**config.mk**
```make
export PLATFORM = sky130hd
export DESIGN_NAME = least_served_round_robin_arbiter
export DESIGN_NICKNAME = d
export VERILOG_FILES = /design/src/hdl/lsrr_pkg.sv /design/src/hdl/least_served_round_robin_arbiter.sv /design/src/hdl/lsrr_ctrl.sv /design/src/hdl/lsrr_dp.sv
export SDC_FILE = /design/constraint.sdc
export NUM_CORES = 1
export LEC_CHECK = 0
export ABC_AREA = 1
export BUFFER_PORTS_ARGS = -buffer_cell sky130_fd_sc_hd__buf_2
export CAP_MARGIN = 30
export CORE_ASPECT_RATIO = 1.25
export CORE_UTILIZATION = 35
export CTS_CLUSTER_SIZE = 10
export DETAILED_ROUTE_END_ITERATION = 12
export GPL_TIMING_DRIVEN = 0
export PLACE_DENSITY = 0.57
export SLEW_MARGIN = 10
export SYNTH_ARGS = -nofsm -noshare
export SYNTH_HDL_FRONTEND = slang
export SYNTH_SLANG_ARGS = --single-unit
```
**constraint.sdc**
```tcl
create_clock -name clk -period 5.65 [get_ports clk]
set_clock_uncertainty 0.1 [all_clocks]
set_input_delay 0.8475 -clock clk [delete_from_list [all_inputs] [get_ports clk]]
set_output_delay 0.8475 -clock clk [all_outputs]
set_load 0.005 [all_outputs]
```
**src/hdl/lsrr_pkg.sv**
```systemverilog
// ----------------------------------------------------------------------------
// Least-served round-robin arbiter: shared types and codes
// Event kinds and the command/status bundles between controller and datapath.
// ----------------------------------------------------------------------------
package lsrr_pkg;

  localparam logic [1:0] KIND_TICK  = 2'd0;
  localparam logic [1:0] KIND_RESET = 2'd1;
  localparam logic [1:0] KIND_DONE  = 2'd2;

  typedef struct packed {
    logic capture;     // latch the accepted event
    logic scan_init;   // start a scan at the round-robin pointer
    logic scan_issue;  // read one lane and step the scan
    logic apply;       // commit the event and load the result register
  } lsrr_cmd_t;

  typedef struct packed {
    logic scan_last;   // current issue is the final lane of the scan
    logic out_free;    // result register can take a new transaction
  } lsrr_sts_t;

endpackage

```
**src/hdl/least_served_round_robin_arbiter.sv**
```systemverilog
// ----------------------------------------------------------------------------
// Least-served round-robin arbiter
// Grants the not-done lane with the smallest service count, ties broken
// round-robin from a rotating pointer; lane reset and lane done events.
// ----------------------------------------------------------------------------
//   channel | direction | payload
//   in_     | in        | kind, lane
//   out_    | out       | grant_valid, grant_lane, all_done
//   cfg_    | in        | schedule_enable (always ready)
//
// A tick goes from accept through the scan, with one read of the count memory
// per lane, then drain and apply. Lane reset, lane done and unused events go
// from accept straight to apply.
// One event is in flight at a time; the result register lets the next
// event be accepted while a result waits, and apply holds on out_ready.
// Synchronous reset sets every count to one via per-lane valid bits.
// ----------------------------------------------------------------------------
module least_served_round_robin_arbiter #(
  parameter int LANES       = 16,
  parameter int COUNT_WIDTH = 16
) (
  input  logic       clk,
  input  logic       rst_n,
  input  logic       in_valid,
  output logic       in_ready,
  input  logic [1:0] in_kind,
  input  logic [3:0] in_lane,
  output logic       out_valid,
  input  logic       out_ready,
  output logic       out_grant_valid,
  output logic [3:0] out_grant_lane,
  output logic       out_all_done,
  input  logic       cfg_valid,
  output logic       cfg_ready,
  input  logic       cfg_schedule_enable
);

  lsrr_pkg::lsrr_cmd_t cmd;
  lsrr_pkg::lsrr_sts_t sts;

  assign cfg_ready = 1'b1;

  lsrr_ctrl u_ctrl (
    .clk      (clk),
    .rst_n    (rst_n),
    .in_valid (in_valid),
    .in_kind  (in_kind),
    .in_ready (in_ready),
    .sts      (sts),
    .cmd      (cmd)
  );

  lsrr_dp #(
    .LANES       (LANES),
    .COUNT_WIDTH (COUNT_WIDTH)
  ) u_dp (
    .clk                 (clk),
    .rst_n               (rst_n),
    .in_kind             (in_kind),
    .in_lane             (in_lane),
    .cfg_valid           (cfg_valid),
    .cfg_schedule_enable (cfg_schedule_enable),
    .cmd                 (cmd),
    .sts                 (sts),
    .out_ready           (out_ready),
    .out_valid           (out_valid),
    .out_grant_valid     (out_grant_valid),
    .out_grant_lane      (out_grant_lane),
    .out_all_done        (out_all_done)
  );

endmodule

```
**src/hdl/lsrr_ctrl.sv**
```systemverilog
// ----------------------------------------------------------------------------
// Least-served round-robin arbiter: controller
// Sequences accept, lane scan, drain and apply for one event at a time.
// ----------------------------------------------------------------------------
module lsrr_ctrl (
  input  logic              clk,
  input  logic              rst_n,
  input  logic              in_valid,
  input  logic [1:0]        in_kind,
  output logic              in_ready,
  input  lsrr_pkg::lsrr_sts_t sts,
  output lsrr_pkg::lsrr_cmd_t cmd
);

  localparam logic [1:0] S_IDLE  = 2'd0;
  localparam logic [1:0] S_SCAN  = 2'd1;
  localparam logic [1:0] S_DRAIN = 2'd2;
  localparam logic [1:0] S_APPLY = 2'd3;

  logic [1:0] state_r;
  logic [1:0] state_nxt;

  assign in_ready = (state_r == S_IDLE);

  always_comb begin
    state_nxt = state_r;
    cmd       = '0;
    unique case (state_r)
      S_IDLE: begin
        if (in_valid) begin
          cmd.capture = 1'b1;
          if (in_kind == lsrr_pkg::KIND_TICK) begin
            cmd.scan_init = 1'b1;
            state_nxt     = S_SCAN;
          end else begin
            state_nxt = S_APPLY;
          end
        end
      end
      S_SCAN: begin
        cmd.scan_issue = 1'b1;
        if (sts.scan_last) begin
          state_nxt = S_DRAIN;
        end
      end
      // last read's compare lands here
      S_DRAIN: begin
        state_nxt = S_APPLY;
      end
      S_APPLY: begin
        if (sts.out_free) begin
          cmd.apply = 1'b1;
          state_nxt = S_IDLE;
        end
      end
      default: begin
        state_nxt = S_IDLE;
      end
    endcase
  end

  always_ff @(posedge clk) begin
    if (!rst_n) begin
      state_r <= S_IDLE;
    end else begin
      state_r <= state_nxt;
    end
  end

endmodule

```
**src/hdl/lsrr_dp.sv**
```systemverilog
// ----------------------------------------------------------------------------
// Least-served round-robin arbiter: datapath
// Count memory, done flags, pointer, min-search compare and result register.
// ----------------------------------------------------------------------------
module lsrr_dp #(
  parameter int LANES       = 16,
  parameter int COUNT_WIDTH = 16
) (
  input  logic              clk,
  input  logic              rst_n,
  input  logic [1:0]        in_kind,
  input  logic [3:0]        in_lane,
  input  logic              cfg_valid,
  input  logic              cfg_schedule_enable,
  input  lsrr_pkg::lsrr_cmd_t cmd,
  output lsrr_pkg::lsrr_sts_t sts,
  input  logic              out_ready,
  output logic              out_valid,
  output logic              out_grant_valid,
  output logic [3:0]        out_grant_lane,
  output logic              out_all_done
);

  localparam int LW = $clog2(LANES);
  localparam logic [LW-1:0] LAST_LANE = LW'(LANES - 1);

  // service counts; an entry never written since reset reads as one
  logic [COUNT_WIDTH-1:0] mem [LANES];
  logic [LANES-1:0]       cnt_vld_r;
  logic [LANES-1:0]       done_r;
  logic [LANES-1:0]       done_nxt;
  logic [LW-1:0]          ptr_r;
  logic                   sched_en_r;

  logic [1:0]             kind_r;
  logic [3:0]             lane_r;

  logic [LW-1:0]          idx_r;
  logic [LW-1:0]          scan_cnt_r;
  logic [LW-1:0]          idx_d_r;
  logic                   cmp_vld_r;
  logic [COUNT_WIDTH-1:0] rd_cnt_r;
  logic                   rd_cvld_r;
  logic                   rd_done_r;
  logic [COUNT_WIDTH-1:0] rd_val;
  logic                   found_r;
  logic [COUNT_WIDTH-1:0] best_r;
  logic [LW-1:0]          best_idx_r;

  logic                   lane_ok;
  logic [LW-1:0]          lane_idx;
  logic                   do_grant;
  logic                   mem_we;
  logic [LW-1:0]          mem_wa;
  logic [COUNT_WIDTH-1:0] mem_wd;

  logic                   out_valid_r;
  logic                   grant_valid_r;
  logic [3:0]             grant_lane_r;
  logic                   all_done_r;

  assign lane_ok  = (32'(lane_r) < LANES);
  assign lane_idx = LW'(lane_r);
  assign do_grant = cmd.apply && (kind_r == lsrr_pkg::KIND_TICK) && found_r && sched_en_r;
  assign rd_val   = rd_cvld_r ? rd_cnt_r : COUNT_WIDTH'(1);

  assign sts.scan_last = (scan_cnt_r == LAST_LANE);
  assign sts.out_free  = !out_valid_r || out_ready;

  always_comb begin
    mem_we = 1'b0;
    mem_wa = best_idx_r;
    mem_wd = (best_r == '1) ? best_r : best_r + COUNT_WIDTH'(1);
    if (do_grant) begin
      mem_we = 1'b1;
    end else if (cmd.apply && (kind_r == lsrr_pkg::KIND_RESET) && lane_ok) begin
      mem_we = 1'b1;
      mem_wa = lane_idx;
      mem_wd = '0;
    end
  end

  always_comb begin
    done_nxt = done_r;
    if (cmd.apply && lane_ok) begin
      if (kind_r == lsrr_pkg::KIND_RESET) begin
        done_nxt[lane_idx] = 1'b0;
      end else if (kind_r == lsrr_pkg::KIND_DONE) begin
        done_nxt[lane_idx] = 1'b1;
      end
    end
  end

  always_ff @(posedge clk) begin
    if (mem_we) begin
      mem[mem_wa] <= mem_wd;
    end
    rd_cnt_r <= mem[idx_r];
  end

  always_ff @(posedge clk) begin
    if (!rst_n) begin
      cnt_vld_r   <= '0;
      done_r      <= '0;
      ptr_r       <= '0;
      sched_en_r  <= 1'b1;
      cmp_vld_r   <= 1'b0;
      found_r     <= 1'b0;
      out_valid_r <= 1'b0;
    end else begin
      if (cfg_valid) begin
        sched_en_r <= cfg_schedule_enable;
      end
      if (mem_we) begin
        cnt_vld_r[mem_wa] <= 1'b1;
      end
      done_r    <= done_nxt;
      cmp_vld_r <= cmd.scan_issue;
      if (do_grant) begin
        ptr_r <= (best_idx_r == LAST_LANE) ? '0 : best_idx_r + LW'(1);
      end
      // scanning from the pointer with a strict compare keeps the
      // first least-served lane in round-robin order
      if (cmd.scan_init) begin
        found_r <= 1'b0;
      end else if (cmp_vld_r && !rd_done_r && (!found_r || rd_val < best_r)) begin
        found_r <= 1'b1;
      end
      if (cmd.apply) begin
        out_valid_r <= 1'b1;
      end else if (out_ready) begin
        out_valid_r <= 1'b0;
      end
    end
  end

  always_ff @(posedge clk) begin
    if (cmd.capture) begin
      kind_r <= in_kind;
      lane_r <= in_lane;
    end
    if (cmd.scan_init) begin
      idx_r      <= ptr_r;
      scan_cnt_r <= '0;
    end else if (cmd.scan_issue) begin
      idx_r      <= (idx_r == LAST_LANE) ? '0 : idx_r + LW'(1);
      scan_cnt_r <= scan_cnt_r + LW'(1);
    end
    idx_d_r   <= idx_r;
    rd_cvld_r <= cnt_vld_r[idx_r];
    rd_done_r <= done_r[idx_r];
    if (cmp_vld_r && !rd_done_r && (!found_r || rd_val < best_r)) begin
      best_r     <= rd_val;
      best_idx_r <= idx_d_r;
    end
    if (cmd.apply) begin
      grant_valid_r <= do_grant;
      grant_lane_r  <= do_grant ? 4'(best_idx_r) : 4'd0;
      all_done_r    <= &done_nxt;
    end
  end

  assign out_valid       = out_valid_r;
  assign out_grant_valid = grant_valid_r;
  assign out_grant_lane  = grant_lane_r;
  assign out_all_done    = all_done_r;

endmodule
```
==> results.md <==
* DRT antenna net count at 0
* Max VDD drop at 0.0002280 V
* Die Span Y at roughly 230 um
* Slowest stage delay, CP at roughly 0.46 ns
* CTS tree: built
* Tmin final at 3.136 ns
* Clock Latency Late Sink at between 0.5 and 0.6 ns
* Busiest grt layer: met2
* Top FF cell, synth: edfxtp_1
* Synthesis Warnings at 0
* Slew Limit Fails at 0
* GR Layer Usage met1 at 0.2342
* Detailed placer's ending HPWL at around 29 mm
* CTS sink count at 360
* Syn_area_per_cell at 10.72 um2
* Wire length per cell at around 21 um
* Status: complete, no violations
* PortBufs at 19
* FILL cells at slightly above 4,000
* Nets at 1,529
* Max frequency at 318.9 MHz
* Post-route DRC at 0
* Worst path bufs/invs at 4
* CP dominant cell by count: nand2_1
* Met2 Resource Use GR at 0.3412
* Clock buffer depth at 3
* Share of cells above drive strength 1 at 0.09474
* Pwr Total at between 8 and 9 mW
* Final setup viols at 0
* Synthesized Nets at roughly 1,500
* Reg clk slew, reported paths at approximately 0.05 ns
* N_diodes at 0
* Sw frac at 0.3582
* Final GP Congestion at around 0.85
* Final critical-path share of the clock period at 0.5551
* Initial Util at 0.3576
* Drt first pass iters at 7
* Width of the die at approximately 190 um
* WL final at ~43 mm
* # H-tree levels at 2
* Core area at roughly 42,000 um2
* Utilization after layout at 0.4097
* RSZ-0062 raised after global routing: no
* I/O pins at 21
* Via density at 5.140
* Sw Pwr at ~2.9 mW
* PD cells at 464.5 nW/um2
* Resized Gates After CTS at 0
* Final hold viol count at 0
* Crit-path cells: clkbuf_1, clkbuf_1, nand2_1, inv_1, ha_1, nand2_1, nand2_1, nand2_1, nand2_1, nand2_1, nand2_1, nand2_1, nand2_1, a21oi_4, buf_12
* Post-synthesis async set-or-reset flop share at 0
* First-pass GRT wire length at 64.35 mm
* Core Rows at 84
* Met3 usage at 0.02524
* Setup Crit Path Kind: flop to flop
* WP data arrival at 3.27 ns
* Hold_buf cts at 0
* Actual slew at the worst max-slew pin at approximately 1 ns
* Gr ovfl total at 0
* Clock power frac at 0.301
* Post-synth EDFFs at 292
* Seq pwr share at 0.403
* Top delay family on crit path: buffers and inverters
* Die area at around 44,000 um2
* Worst setup EP type: flop
* Syn-to-layout area delta at 14.56%
* Post-Syn Instances at roughly 1,400
* Cell Area, Synth at around 15,000 um2
* Total Routing Usage GR at 0.1952
* Internal at between 5 and 6 mW
* Setup TNS at 0 ns
* Startpoint types: flop
* Crit path max fanout at 18
* Pleak at between 6 and 7 nW
* Crit path required time at around 5.8 ns
* Root buffer cell: clkbuf_16
* Yosys cell types at a little under 50
* Gate power share at 0.297
* Iter 0 DRT Violations at between 800 and 900
* Sequential share of the synthesized area at 0.6671
* Post-CTS Setup Bufs at 0
* Synth Register Bits at 360
* Largest net degree at the start of global routing at 19
* Slew margin rel. at 0.3456
* Maxcap violations at 0
* Vias in the first global route at 10,660
* CP max-delay cell: clkbuf_1
* Antenna violations before repair at 0
* Via Count at around 11,000
* Hold Path Class: flop to flop
* Clock buffer count from CTS at 42
[power groups by stage]
stage | sequential (mW) | clock, mW | combinational, mW
floorplan | 3.27 | 0 | 1.37
global placement | 3.31 | 0 | 2.33
detailed placement | 3.31 | 0 | 2.39
CTS | 3.25 | 2.46 | 2.40
global route | 3.27 | 2.55 | 2.59
finish | 3.25 | 2.43 | 2.40
[kinds of logic (layout without fill, tap and decap cells)]
kind of cell	count (synthesis)	after routing	share of synthesized area
compound gates	272	272	0.1030
xor+xnor	14	14	0.008075
fa+ha+maj	23	23	0.01895
buf+inv	229	333	0.06130
flops	360	360	0.6671
other cells	1	1	0.0002469
simple gates	517	517	0.1414
[final cells by class]
class	instances	area, um2	area share
Sequential cell	360	10130	0.5823
Multi-Input combinational cell	827	4163	0.2393
Clock buffer	68	1170	0.06725
Tap cell	559	699.4	0.04020
Inverter	163	611.8	0.03517
Buffer	66	319.1	0.01834
Timing Repair Buffer	34	291.5	0.01676
Clock inverter	2	12.51	0.0007192
[metal layers]
layer	up-vias	part of all wire
li1	5017	-
met1	5197	0.40
met2	372	0.50
met3	100	0.052
met4	0	0.048
met5	-	0
[flip-flops by register name, summed over array words and instances (netlist names), 16 cells and up]
signal and cells:
u_dp.mem 256, u_dp.done_r 16, u_dp.cnt_vld_r 16, u_dp.best_r 16, u_dp.rd_cnt_r 16
[cell usage in the layout, fill, tap and decap left out, drive strengths merged, types with 2 or more instances in the layout]
cell / synthesis / layout
nor2: 174 / 174
nand2: 252 / 252
nor3: 12 / 12
xnor2: 3 / 3
clkbuf: 34 / 102
inv: 160 / 161
o311ai: 2 / 2
or2: 4 / 4
dfxtp: 68 / 68
a21oi: 85 / 85
o22ai: 21 / 21
o21ai: 115 / 115
o211ai: 3 / 3
a31oi: 4 / 4
nand3: 63 / 63
o2111ai: 12 / 12
edfxtp: 292 / 292
clkinv: 3 / 4
nand4: 9 / 9
ha: 23 / 23
a311oi: 12 / 12
xor2: 11 / 11
buf: 32 / 66
o221ai: 12 / 12
[worst register-to-register path: stages, from the launching register on]
cell,delay [ns]
dfxtp_1,0.31
clkbuf_1,0.31
clkbuf_1,0.46
nand2_1,0.17
inv_1,0.12
ha_1,0.23
nand2_1,0.06
nand2_1,0.05
nand2_1,0.05
nand2_1,0.05
nand2_1,0.05
nand2_1,0.07
nand2_1,0.08
nand2_1,0.22
a21oi_4,0.28
buf_12,0.20
[cell usage after synthesis, types with 3 or more instances]
| library cell | number | area, um2 |
|---|---|---|
| nand3_1 | 62 | 310.3 |
| o22ai_1 | 21 | 131.4 |
| dfxtp_1 | 68 | 1361 |
| a21oi_1 | 84 | 420.4 |
| edfxtp_1 | 292 | 8768 |
| xnor2_1 | 3 | 26.28 |
| clkinv_1 | 3 | 11.26 |
| o221ai_1 | 12 | 105.1 |
| o211ai_1 | 3 | 22.52 |
| nor2_4 | 3 | 33.78 |
| nand2_1 | 247 | 927.1 |
| nor2_2 | 6 | 37.54 |
| inv_2 | 5 | 18.77 |
| nand2_2 | 4 | 25.02 |
| buf_6 | 3 | 33.78 |
| nand4_1 | 8 | 50.05 |
| buf_2 | 23 | 115.1 |
| nor2_1 | 165 | 619.3 |
| o2111ai_1 | 12 | 105.1 |
| inv_1 | 155 | 581.8 |
| xor2_1 | 11 | 96.34 |
| o21ai_0 | 109 | 545.5 |
| o21ai_1 | 6 | 30.03 |
| or2_2 | 4 | 25.02 |
| a31oi_1 | 4 | 25.02 |
| nor3_1 | 11 | 55.05 |
| clkbuf_1 | 33 | 123.9 |
| ha_1 | 23 | 287.8 |
| a311oi_1 | 12 | 105.1 |
| buf_4 | 5 | 37.54 |
[path summary, 6_finish.rpt]
path         cells after the start  slack [ns]       startpoint                  to
min                              0        0.30  u_dp.idx_d_r[0]  u_dp.best_idx_r[0]
max                             15        2.51   u_dp.rd_cvld_r      u_dp.best_r[4]
min reg2reg                      0        0.30  u_dp.idx_d_r[0]  u_dp.best_idx_r[0]
max reg2reg                     15        2.51   u_dp.rd_cvld_r      u_dp.best_r[4]
[per-stage QoR]
stage | worst slack, ns | cell area [um2] | hold slack (ns) | cells
2_1_floorplan | 2.619 | 15190 | 0.2686 | 1416
3_3_place_gp | 0.8113 | 15980 | 0.2880 | 1994
3_5_place_dp | 2.320 | 16140 | 0.2887 | 2005
4_1_cts | 2.436 | 17320 | 0.3022 | 2075
5_1_grt | 2.269 | 17400 | 0.3086 | 2079
6_report | 2.514 | 17400 | 0.3025 | 2079
No activity file was read; power rests on OpenSTA's default activity.
